--- src/assert_macros.svh ---
// Assertion macros used by the top level of the square-wave sequencer mixer.
// Expects i_clk and i_rst_n in the scope of each use.
`ifndef ASSERT_MACROS_SVH
`define ASSERT_MACROS_SVH
`ifndef ASSERT_OFF
// Checked outside reset only.
`define PSM_ASSERT(lbl, prop, msg) \
    lbl: assert property (@(posedge i_clk) disable iff (!i_rst_n) prop) else $error(msg);
// Checked on every edge, reset included.
`define PSM_ASSERT_RST(lbl, prop, msg) \
    lbl: assert property (@(posedge i_clk) prop) else $error(msg);
`else
`define PSM_ASSERT(lbl, prop, msg)
`define PSM_ASSERT_RST(lbl, prop, msg)
`endif
`endif

--- src/psm_pkg.sv ---
// Package for the square-wave sequencer mixer: payload types, codes, constants.
// No dependencies.
`timescale 1ns / 1ps
package psm_pkg;

    localparam int VOICES_DEF     = 4;
    localparam int NOTE_DEPTH_DEF = 64;

    localparam logic [6:0]  LEVEL_RST = 7'd40;
    localparam logic [7:0]  CLIP_RST  = 8'd220;
    localparam logic [23:0] TICK_US   = 24'd125;

    // Divider geometry: 39-bit dividend, 16-bit divisor, low 32 quotient bits kept.
    localparam int DIV_NW = 39;
    localparam int DIV_DW = 16;
    localparam int DIV_QW = 32;
    localparam int DIV_CW = 6;
    // 2^32 * 1e6 / 8000 = 125 * 2^32
    localparam logic [DIV_NW-1:0] DIV_STEP_NUM = 39'd536870912000;

    localparam logic [1:0] CMD_TICK  = 2'd0;
    localparam logic [1:0] CMD_WRITE = 2'd1;
    localparam logic [1:0] CMD_BIND  = 2'd2;
    localparam logic [1:0] CMD_OFF   = 2'd3;

    localparam logic REG_LEVEL      = 1'b0;
    localparam logic REG_CLIP_LIMIT = 1'b1;

    typedef struct packed {
        logic [1:0]  command;
        logic [1:0]  track;
        logic [5:0]  note_index;
        logic [23:0] note_delay;
        logic [15:0] note_period;
        logic [23:0] note_length;
        logic [6:0]  note_count;
        logic [7:0]  shift_div;
    } t_in_item;

    typedef struct packed {
        logic [7:0] pwm_level;
        logic [3:0] active_voices;
    } t_out_item;

    typedef enum logic [3:0] {
        S_IDLE,
        S_BIND,
        S_VOICE,
        S_NOTE_RD,
        S_NEXT_RD,
        S_DIV1,
        S_PREP2,
        S_DIV2,
        S_APPLY,
        S_MIX,
        S_OUT
    } t_state;

endpackage

--- src/psm_div.sv ---
// Bit-serial restoring divider, one quotient bit per cycle.
// Depends on psm_pkg.
`timescale 1ns / 1ps
module psm_div (
    input  logic                          i_clk,
    input  logic                          i_rst_n,
    input  logic                          i_start,
    input  logic [psm_pkg::DIV_NW-1:0]    i_num,
    input  logic [psm_pkg::DIV_DW-1:0]    i_den,
    output logic                          o_done,
    output logic [psm_pkg::DIV_QW-1:0]    o_quot
);
    logic                        r_run;
    logic                        r_done;
    logic [psm_pkg::DIV_CW-1:0]  r_cnt;
    logic [psm_pkg::DIV_NW-1:0]  r_num;
    logic [psm_pkg::DIV_DW:0]    r_rem;
    logic [psm_pkg::DIV_DW-1:0]  r_den;
    logic [psm_pkg::DIV_QW-1:0]  r_q;

    logic [psm_pkg::DIV_DW:0]    trial;
    logic                        qbit;

    assign trial = {r_rem[psm_pkg::DIV_DW-1:0], r_num[psm_pkg::DIV_NW-1]};
    assign qbit  = (trial >= {1'b0, r_den});

    always_ff @(posedge i_clk) begin
        if (!i_rst_n) begin
            r_run  <= 1'b0;
            r_done <= 1'b0;
            r_cnt  <= '0;
        end else begin
            r_done <= 1'b0;
            if (i_start) begin
                r_run <= 1'b1;
                r_cnt <= psm_pkg::DIV_CW'(psm_pkg::DIV_NW);
            end else if (r_run) begin
                r_cnt <= r_cnt - psm_pkg::DIV_CW'(1);
                if (r_cnt == psm_pkg::DIV_CW'(1)) begin
                    r_run  <= 1'b0;
                    r_done <= 1'b1;
                end
            end
        end
    end

    always_ff @(posedge i_clk) begin
        if (i_start) begin
            r_num <= i_num;
            r_den <= i_den;
            r_rem <= '0;
            r_q   <= '0;
        end else if (r_run) begin
            r_num <= {r_num[psm_pkg::DIV_NW-2:0], 1'b0};
            r_rem <= qbit ? (trial - {1'b0, r_den}) : trial;
            r_q   <= {r_q[psm_pkg::DIV_QW-2:0], qbit};
        end
    end

    assign o_done = r_done;
    assign o_quot = r_q;
endmodule

--- config.mk ---
export PLATFORM = sky130hd
export DESIGN_NAME = psm_div
export DESIGN_NICKNAME = d
export VERILOG_FILES = /design/src/assert_macros.svh /design/src/psm_pkg.sv /design/src/psm_div.sv
export SDC_FILE = /design/constraint.sdc
export NUM_CORES = 1
export LEC_CHECK = 0
export ABC_AREA = 1
export BUFFER_PORTS_ARGS = -buffer_cell sky130_fd_sc_hd__buf_2
export CAP_MARGIN = 20
export CORE_ASPECT_RATIO = 0.6
export CORE_MARGIN = 2
export CORE_UTILIZATION = 55
export DETAILED_ROUTE_END_ITERATION = 12
export HOLD_SLACK_MARGIN = 0.03
export PLACE_DENSITY_LB_ADDON = 0.08
export SYNTH_ARGS = -nofsm -noshare
export SYNTH_HDL_FRONTEND = slang
export SYNTH_SLANG_ARGS = --single-unit
export TNS_END_PERCENT = 5
--- constraint.sdc ---
create_clock -name i_clk -period 3.7 [get_ports i_clk]
set_input_delay 0.555 -clock i_clk [delete_from_list [all_inputs] [get_ports i_clk]]
set_output_delay 0.555 -clock i_clk [all_outputs]
set_load 0.1 [all_outputs]
======== Yosys cells after proc, flatten, opt, wreduce, memory -nomap -nowiden ========
Cells that the tools add are included.
storage, ports and cells
  input port bits ......................... 58
  output and inout bits ................... 33
  flip-flop bits (word level) ............. 111
cells by class
  $add $sub $neg .......................... 2
  muxes and demuxes ....................... 9
  magnitude comparators ................... 1
  bitwise logic cells ..................... 2
  eq/ne operators ......................... 1
  reduce and logical (&&, ||, !) cells .... 3
operators with widths
  cell                                                                    number
  39-bit 2-to-1 mux                                                       2
  17-bit by 16-bit greater-or-equal comparator with 1-bit output          1
  16-bit 2-to-1 mux                                                       1
  16-bit subtractor                                                       1
  6-bit 2-to-1 mux                                                        2
  6-bit by 1-bit equality test with 1-bit output (second input constant)  1
  6-bit by 1-bit subtractor with 6-bit output (second input constant)     1
  1-bit 2-to-1 mux                                                        4
  3-bit OR reduction                                                      1
  1-bit inverter                                                          2
  2-bit nonzero test                                                      1
  2-bit OR reduction                                                      1

======== Logic depth before layout (Yosys ltp) ========
Gate-level depths: netlist of the first run.
  depth in word-level cells ............... 4
  mapped depth ............................ 15
  depth with buffers taken out ............ 15

======== Worst setup path after synthesis of the first run ========
OpenSTA, ideal clock, no wires.
  path type ............................... input to register
  from .................................... input i_start
  to ...................................... register r_num[0] (netlist name), enable pin
  arrival time ............................ 2304 ps
  library setup time ...................... 419 ps
  data required time ...................... 3281 ps
  slack ................................... 977 ps
  stages on the path ...................... 4
  cell sequence ........................... clkbuf_1 > nor2_1 > inv_1 > clkbuf_1
between the ends
  longest elaborated chain between the ends .. 1
RTL lines
  what                          line           text
  start: declaration            psm_div.sv:7   input logic i_start,
  2-bit nonzero test (no line)  -
  end signal: assignment        psm_div.sv:49  r_num <= i_num;
  end signal: assignment        psm_div.sv:54  r_num <= {r_num[psm_pkg::DIV_NW-2:0], 1'b0};
  end: declaration              psm_div.sv:16  logic [psm_pkg::DIV_NW-1:0] r_num;
No other way between the ends.
A chain may end at the register's enable or synchronous reset.

======== Worst setup path in the final report of the first run ========
  from .................................... register r_den[0] (netlist name)
  to ...................................... register r_rem[14] (netlist name)
between the ends
  longest elaborated chain between the ends .. 2
  elaborated cells between the ends (all ways) .. 3
  classes of those cells .................. add/sub (1); order compare (1); mux (1)
RTL lines
  what                                                                                                        line                          text
  start: declaration                                                                                          psm_div.sv:18                 logic [psm_pkg::DIV_DW-1:0] r_den;
  start signal: assignment                                                                                    psm_div.sv:50                 r_den <= i_den;
  16-bit subtractor / 17-bit by 16-bit greater-or-equal comparator with 1-bit output (equally long branches)  psm_div.sv:55, psm_div.sv:25
  16-bit 2-to-1 mux *                                                                                         psm_div.sv:55                 r_rem <= qbit ? (trial - {1'b0, r_den}) : trial;
  end signal: assignment                                                                                      psm_div.sv:55
  end: declaration                                                                                            psm_div.sv:17                 logic [psm_pkg::DIV_DW:0] r_rem;
Every way passes the cells marked *; elsewhere a longest branch is shown, timed or not.

==> flow_results.org, run 1 <==
** Clock tree
- Post-CTS timing repair inserted 0 buffers for setup.
- TritonCTS built the clock tree.
- Post-CTS clock slew at the launch and capture registers of the worst setup and hold paths :: 80 ps
- For the worst-skew pair, the clock arrives at the later sink with an insertion delay of 340 ps.
- The longest clock path from root to sink contains 2 buffers.
- For this design, the CTS-stage hold fixing added 0 buffers.
- Counting every sink on the clock net gives 111.
- Number of buffers created by CTS :: 9
- Number of gates resized after CTS :: 0
- Clock tree synthesis selected as its root buffer the cell clkbuf_16.
- H-Tree Depth :: 3

** Finish
- Summing all non-filler instances in the final layout gives an area of 6250 µm².
- Fill cells in the final layout number 836.
- Cells fill between 60% and 70% of the core in the end.
- Across the whole layout, storage elements account for 2770 µm².
- Area occupied by multi-input gates :: 2100 µm²
- Nets :: 831
- Share of layout cells above drive strength 1 :: 16.9%
- Area added between synthesis and finish :: 16.6%
- Ant diodes :: 0

** Synth
- Summing the sequential cell areas from Yosys gives slightly above 50% of the chip area.
- The synthesized design contains between 100 and 150 register bits.
- Counting every net in the synthesized netlist gives 745.
- Ranked by instance count, the synthesized netlist is headed by nand2_1, inv_1, dfxtp_1.
- Synth area leader :: edfxtp_1
- Total of warnings raised by yosys :: 0
- Post-synth cell types :: 39
- Among all cell types in the netlist, the one instantiated most often is nand2_1.
- The synthesized design devotes to its leading area cell type between 30% and 40% of total area.
- Flip-flop cell with the highest count after synthesis :: dfxtp_1
- Sorting the synthesized cells by area gives the leading types as edfxtp_1, dfxtp_1, nand2_1.
- Number of standard cells after synthesis :: 668
- Number of flops mapped to enable cells by yosys :: 55
- Proportion of register bits with asynchronous set or reset after synthesis :: 0%
- The cell area that synthesis handed to floorplanning was 5360 µm².
- In this run the mean area of a mapped cell was 8.03 µm².

** Worst hold path
- Sink of the worst hold path :: r_den[15]
- The worst hold path begins at i_den[15].
- Counting instances, the worst hold path has a depth of 1.
- In this run the worst hold path is classified as in2reg.

** Power and ir drop
- Of the total power, the share spent switching nets is about a quarter.
- Net switching power :: 698 µW
- Internal Dissipation :: 1990 µW
- VDD sags by at most between 0.0002 and 0.0003 V.
- Per report_power, the combinational group accounts for a little over a tenth of the total.
- Relative contribution of the clock network to total power :: 37.6%
- The analysis attributes to cell leakage a power of just over 0.003 µW.
- The share of total power dissipated in sequential elements is between 50% and 60%.
- Power per standard cell area :: 430 nW/µm²

** Run status
- Run status :: finished clean

** Worst setup path
- Arrival @ worst endpoint :: 2530 ps
- The critical path is of the reg2reg type.
- The most numerous cell type found on the critical path is nand2_1.
- The critical path goes through ha_1 -> fa_1 -> inv_1 -> nand3_1 -> nand3_1 -> nand2_1 -> nand2_1 -> nand2_1 -> nand3_1 -> nand2_1 -> nor2_1 -> o21ai_1.
- The worst register-to-register path has a depth of 12.
- On the critical path, the stage with the largest delay is an instance of fa_1.
- Worst reg2reg setup slack :: ~1400 ps
- STA puts the critical path data required time at 3930 ps.
- Reg-to-Reg Start :: r_den[0]
- Highest net fanout along the worst path :: 5
- Critical register-to-register path endpoint :: r_rem[14]
- Worst setup SP type :: flop
- CP endpoint kind :: flop
- On the worst path, the slowest cell contributes a delay of 430 ps.

** Global route
- Maximum number of pins on one net before global-route repair :: 67
- Initial antenna violation count :: 0
- The first global-routing pass estimated 20.2 mm of wire.
- Global routing used 24.3% of the available tracks.
- Via count of the first global-routing pass :: 4042
- Remaining global-route overflow :: 0

** Die
- Height of the die :: about 80 µm
- The die covers about 11000 µm².
- Effective utilization at floorplan :: 57.5%
- Site row count :: 27
- Std-Cell Core Area :: roughly 9300 µm²
- Horiz. Die Dim :: approximately 130 µm
- Count of pins on the block boundary :: 91

** Timing
- After layout, the minimum clock period comes to 2290 ps.
- Worst slew margin :: 42.8%
- Number of endpoints failing setup at the final stage :: 0
- Slew at the pin closest to its max-slew limit :: 857 ps
- The max-slew violation count came to 0.
- Worst clock skew :: 9.25 ps
- Static timing analysis puts the maximum clock frequency at between 400 and 500 MHz.
- Setup repair after global routing left no endpoint under its margin.
- The number of hold violations in the final report came to 0.
- Sum Neg Setup Slack :: 0 ps
- The worst path uses 61.9% of the clock period.
- The tightest hold path in the finished design has a slack of 380 ps.

** Route
- Routed length per instance :: 14.0 µm
- Post-route antenna net violation count :: 0
- Aggregate routed wire length :: 12.5 mm
- Detailed-route DRC error count :: 0
- Drt via density :: about 5.1
- Before antenna repair, the detailed router went through 6 iterations.
- Across all layers, the routed design uses 4535 vias.
- Initial DRC count :: 436

** Place
- The placed instances occupy a cell area of 5930 µm².
- Post-detailed-placement half-perimeter wirelength :: 9.12 mm
- Routability-driven placement finished with a final weighted congestion of between 0.9 and 1.
- # port buffers :: 90

** Run
- Across the run, the number of max-cap violations was 0.
## routing by layer
layer  GRT usage [%]  part of all wire [%]  vias to the layer above
met4            2.61                  0.30                        0
li1                -                     -                     2303
met3            9.15                    11                        5
met2            32.3                    38                      180
met1            37.8                    51                     2047
met5               0                     0                        -
## power by group through the flow
stage	Sequential, µW	Clock, µW	Combinational, µW
after global placement	1420	0	271
after detailed placement	1420	0	277
final	1400	1010	280
after floorplan	1430	0	177
after CTS	1400	1020	278
after global routing	1400	1080	315
## kinds of logic (layout without fill, tap and decap cells)
logic type | count (synthesis) | count (layout) | synth area share, %
XOR/XNOR | 3 | 3 | 0.490
adder cells (fa/ha/maj) | 19 | 19 | 4.57
AND/OR/NAND/NOR | 338 | 338 | 26.3
flip-flops | 111 | 111 | 51.7
AO/OA/AOI/OAI | 69 | 69 | 7.68
buffers and inverters | 128 | 219 | 9.19
## cells in the final DEF, fill, tap and decap left out, types with 2 or more instances in the layout
master / n
buf_4: 6
clkbuf_16: 10
dfxtp_1: 56
nand3_2: 2
inv_2: 3
a21oi_1: 16
nor2_1: 42
edfxtp_1: 55
nor2_2: 2
and2_1: 3
o21ai_1: 2
xor2_1: 2
inv_8: 3
nor2_4: 2
a21boi_0: 4
inv_1: 103
buf_2: 90
o22ai_1: 29
nand2_4: 2
nand4_1: 9
o21ai_0: 11
nand3_1: 32
clkinv_8: 2
ha_1: 18
nand2_1: 233
o21a_1: 2
nor3_1: 4
nand2_2: 3
## how the worst max path moves through the flow
stage	cells past startpoint	start	end	slack, ps
4_1_cts	12	r_den[0]	r_rem[14]	1480
2_1_floorplan	4	i_start	r_num[0]	980
3_5_place_dp	5	i_start	o_quot[27]	1320
5_1_grt	14	r_num[38]	r_rem[14]	1260
3_3_place_gp	5	i_start	o_quot[8]	1440
6_report	12	r_den[0]	r_rem[14]	1410
## per-stage QoR
stage,power [µW],instances,setup WS [ps]
finish,2690,889,1410
global route,2800,889,1260
CTS,2700,889,1480
detailed placement,1700,873,1320
global placement,1690,873,1440
floorplan,1600,668,977
## layout make-up
type	instances	area share, %
timing repair buffer	96	7.92
sequential	111	44.3
inverter	107	6.42
clock inverter	6	1.20
multi-input combinational	429	33.5
tap	130	2.60
clock buffer	10	4.00
## registers in the layout (all words and copies together) (netlist names)
register,cells
r_run,1
o_quot,32
o_done,1
r_den,16
r_num,39
r_rem,16
r_cnt,6
## critical path: cells and delay by family, from the launching register on
family	cells	cell delay [ps]
flip-flops	1	420
buffers and inverters	1	110
adder cells (fa/ha/maj)	2	670
AO/OA/AOI/OAI	1	90
AND/OR/NAND/NOR	8	880
Note: power is estimated with default switching activity, not from simulation.
==> inputs of run 2 (changes only) <==
CORE_UTILIZATION = 51   (was 55)
clock period = 2.1 ns   (was 3.7 ns; I/O delays follow)
==> flow_results.org, run 2 (synthesis gave the netlist of run 1 again) <==
** Run status
- The flow ran to the end, and the final reports show no timing, DRC or antenna violations.

** Finish
- Fill cells in the final layout number 893.
- For this run, the number of standard cells in the final layout without fillers is 916.
- The top cell types in the final layout, fill and taps aside, are nand2_1, inv_1, buf_2.
- Nets :: 853
- Layout Cell Area excl Fill :: 6740 µm²
- The register with the most flip-flops in the layout has 39 of them.
- Share of layout cells above drive strength 1 :: about a quarter
- 0 antenna diodes ended up in the layout.
- The library cell used most frequently in the layout, excluding fill and tap cells, is nand2_1.
- From synthesis to final layout, the design area changed by 25.8%.
- Register bank with the most flops :: r_num
- Cells fill 67.1% of the core in the end.

** Worst setup path
- Data required time at the worst endpoint :: 2320 ps
- CP max stage delay :: 330 ps
- On the critical path the largest part of the delay comes from simple AND/OR/NAND/NOR gates.
- Highest net fanout along the worst path :: 7
- Kind of critical path :: reg2reg
- CP endpoint kind :: flop
- On the critical path, the stage with the largest delay is an instance of edfxtp_1.
- The worst setup path is launched from a flop.
- Number of buffers and inverters on the critical path :: 3
- Arrival @ worst endpoint :: 2220 ps
- Walking the worst path, the cells encountered are inv_1 -> ha_4 -> nand2_1 -> inv_2 -> nand3_4 -> nor3_4 -> nand2_4 -> buf_4 -> nand4_1 -> nand2_1 -> nor2_1 -> nor2_1.

** Route
- Post-route antenna net violation count :: 0
- In the routed design, unresolved DRC markers number 0.
- Aggregate routed wire length :: 13.7 mm
- The first routing iteration left 426 violations.
- Dividing the detail-routed wire length by the instance count gives about 15 µm.
- The routed layout has roughly 4700 vias.
- After detailed routing, the number of vias per cell comes to approximately 5.1.
- Before antenna repair, the detailed router went through 5 iterations.

** Power and ir drop
- The analysis attributes to cell leakage a power of 0.00322 µW.
- Sequential group share of total power :: 50.9%
- The clock network accounts for 36.8% of the total power.
- Across the VDD grid, the largest voltage drop is 0.000473 V.
- The internal power of the cells totals 3550 µW.
- Post-route total power :: 4830 µW
- Net switching is between 20% and 30% of the power.
- Per report_power, the combinational group accounts for 12.2% of the total.
- For this design the ratio of total power to cell area is around 700 nW/µm².
- Summed over all nets, the switching power comes to around 1300 µW.

** Timing
- Slew at the pin closest to its max-slew limit :: 849 ps
- Setup violations remaining at the end of the flow were counted as 0.
- Sum Neg Setup Slack :: 0 ps
- The worst path needs 2000 ps of the cycle, external delays included.
- Across the routed clock network, the largest skew measured is 5.86 ps.
- Worst slew margin :: ~43%
- The max-slew violation count is 0.
- Based on the critical path, the design can be clocked at up to ~500 MHz.
- The final critical path takes up a little over nine tenths of the cycle.
- Final-report hold violation count :: 0

** Die
- Floorplan die area :: 11400 µm²
- The floorplan step defined a core boundary enclosing 10100 µm².
- For this design the top-level I/O count stands at 91.
- Site row count :: 28
- Measured along the y axis, the die boundary spans 83.4 µm.
- Measured along the x axis, the die boundary spans 136 µm.
- Effective utilization at floorplan :: between 50% and 60%

** Place
- The HPWL after detailed placement is a little under 10 mm.
- During placement, the flow inserted port buffers numbering 90.
- Area after detailed placement :: 6070 µm²
- At the end of routability-driven placement, the weighted congestion stood at 0.918.
- Cells after DPL :: ~900

** Clock tree
- H-Tree Depth :: 3
- TritonCTS built the clock tree.
- Clock latency on the worst-skew pair :: 350 ps
- Sinks on the clock net :: 111
- Buffers inserted during clock tree synthesis total 9.
- After clock tree synthesis, the flow added hold-fix buffers numbering 0.
- Clock tree synthesis selected as its root buffer the cell clkbuf_16.
- The clock passes through at most 2 buffers.
- Clock-pin slew was measured on the worst setup and hold paths at 80 ps.

** Run
- The tool flagged a number of max-cap violations equal to 0.

** Global route
- Wire length of the first global-routing pass :: between 20 and 25 mm
- For this run the aggregate overflow at the end of global routing stands at 0.
- Initial antenna violation count :: 0
- Across every metal layer, demand over resource in global routing totals approximately a quarter.
- The number of global-route vias before repair is 4199.
- Entering global routing, the biggest net connects 45 pins.

** Worst hold path
- Path category of the worst min-delay check :: in2reg
## run 2: changes by cell type in the layout (fill, tap and decap cells not counted), moves of 3 or more
cell,before,now
ha_4,0,14
nand2_1,233,225
ha_1,18,3
nand2_2,3,9
a21oi_1,16,13
buf_4,6,25
## run 2: stage by stage
stage | setup WS (ps) | hold WS (ps)
floorplan | 280 | 414
global placement | -48.7 | 440
detailed placement | -31.8 | 459
CTS | 2.64 | 128
global route | -8.81 | 130
finish | 95.3 | 137
## run 2: power by group through the flow
stage	clock (µW)	combinational, µW	sequential, µW
after global routing	1890	656	2470
after floorplan	0	313	2510
after global placement	0	513	2500
final	1780	590	2460
after detailed placement	0	524	2510
after CTS	1810	528	2460
## run 2: area by class of cell
| type | instances | area [µm²] | share of cell area, % |
|---|---|---|---|
| inverter | 107 | 409 | 6.07 |
| tap | 135 | 169 | 2.50 |
| clock buffer | 10 | 250 | 3.71 |
| timing repair buffer | 117 | 678 | 10.1 |
| clock inverter | 6 | 72.6 | 1.08 |
| sequential | 111 | 2780 | 41.2 |
| multi-input combinational | 430 | 2390 | 35.4 |
## run 2: worst paths after layout
path,start,end,slack (ps),depth (start not counted)
worst max-delay path,r_den[14],r_rem[12],100,12
worst min-delay path,i_den[13],r_den[13],140,1
worst max register to register,r_den[14],r_rem[12],100,12
worst min register to register,o_quot[31],o_quot[31],470,2
## run 2: per-layer routing
layer / wire length [µm] / track usage [%] / vias up
met4: 164 / 4.64 / 0
li1: - / - / 2359
met1: 6750 / 35.6 / 2111
met5: 0 / 0 / -
met3: 1500 / 9.71 / 17
met2: 5300 / 31.5 / 195
## run 2: repair_timing
| item | CTS | global route |
|---|---|---|
| gates resized for setup | 2 | 51 |
| buffers inserted | 0 | 5 |
| endpoints found under the setup margin | 9 | 17 |
| hold endpoints to repair | 0 | 0 |
| cloned | 0 | 1 |
| pin swaps | 0 | 8 |
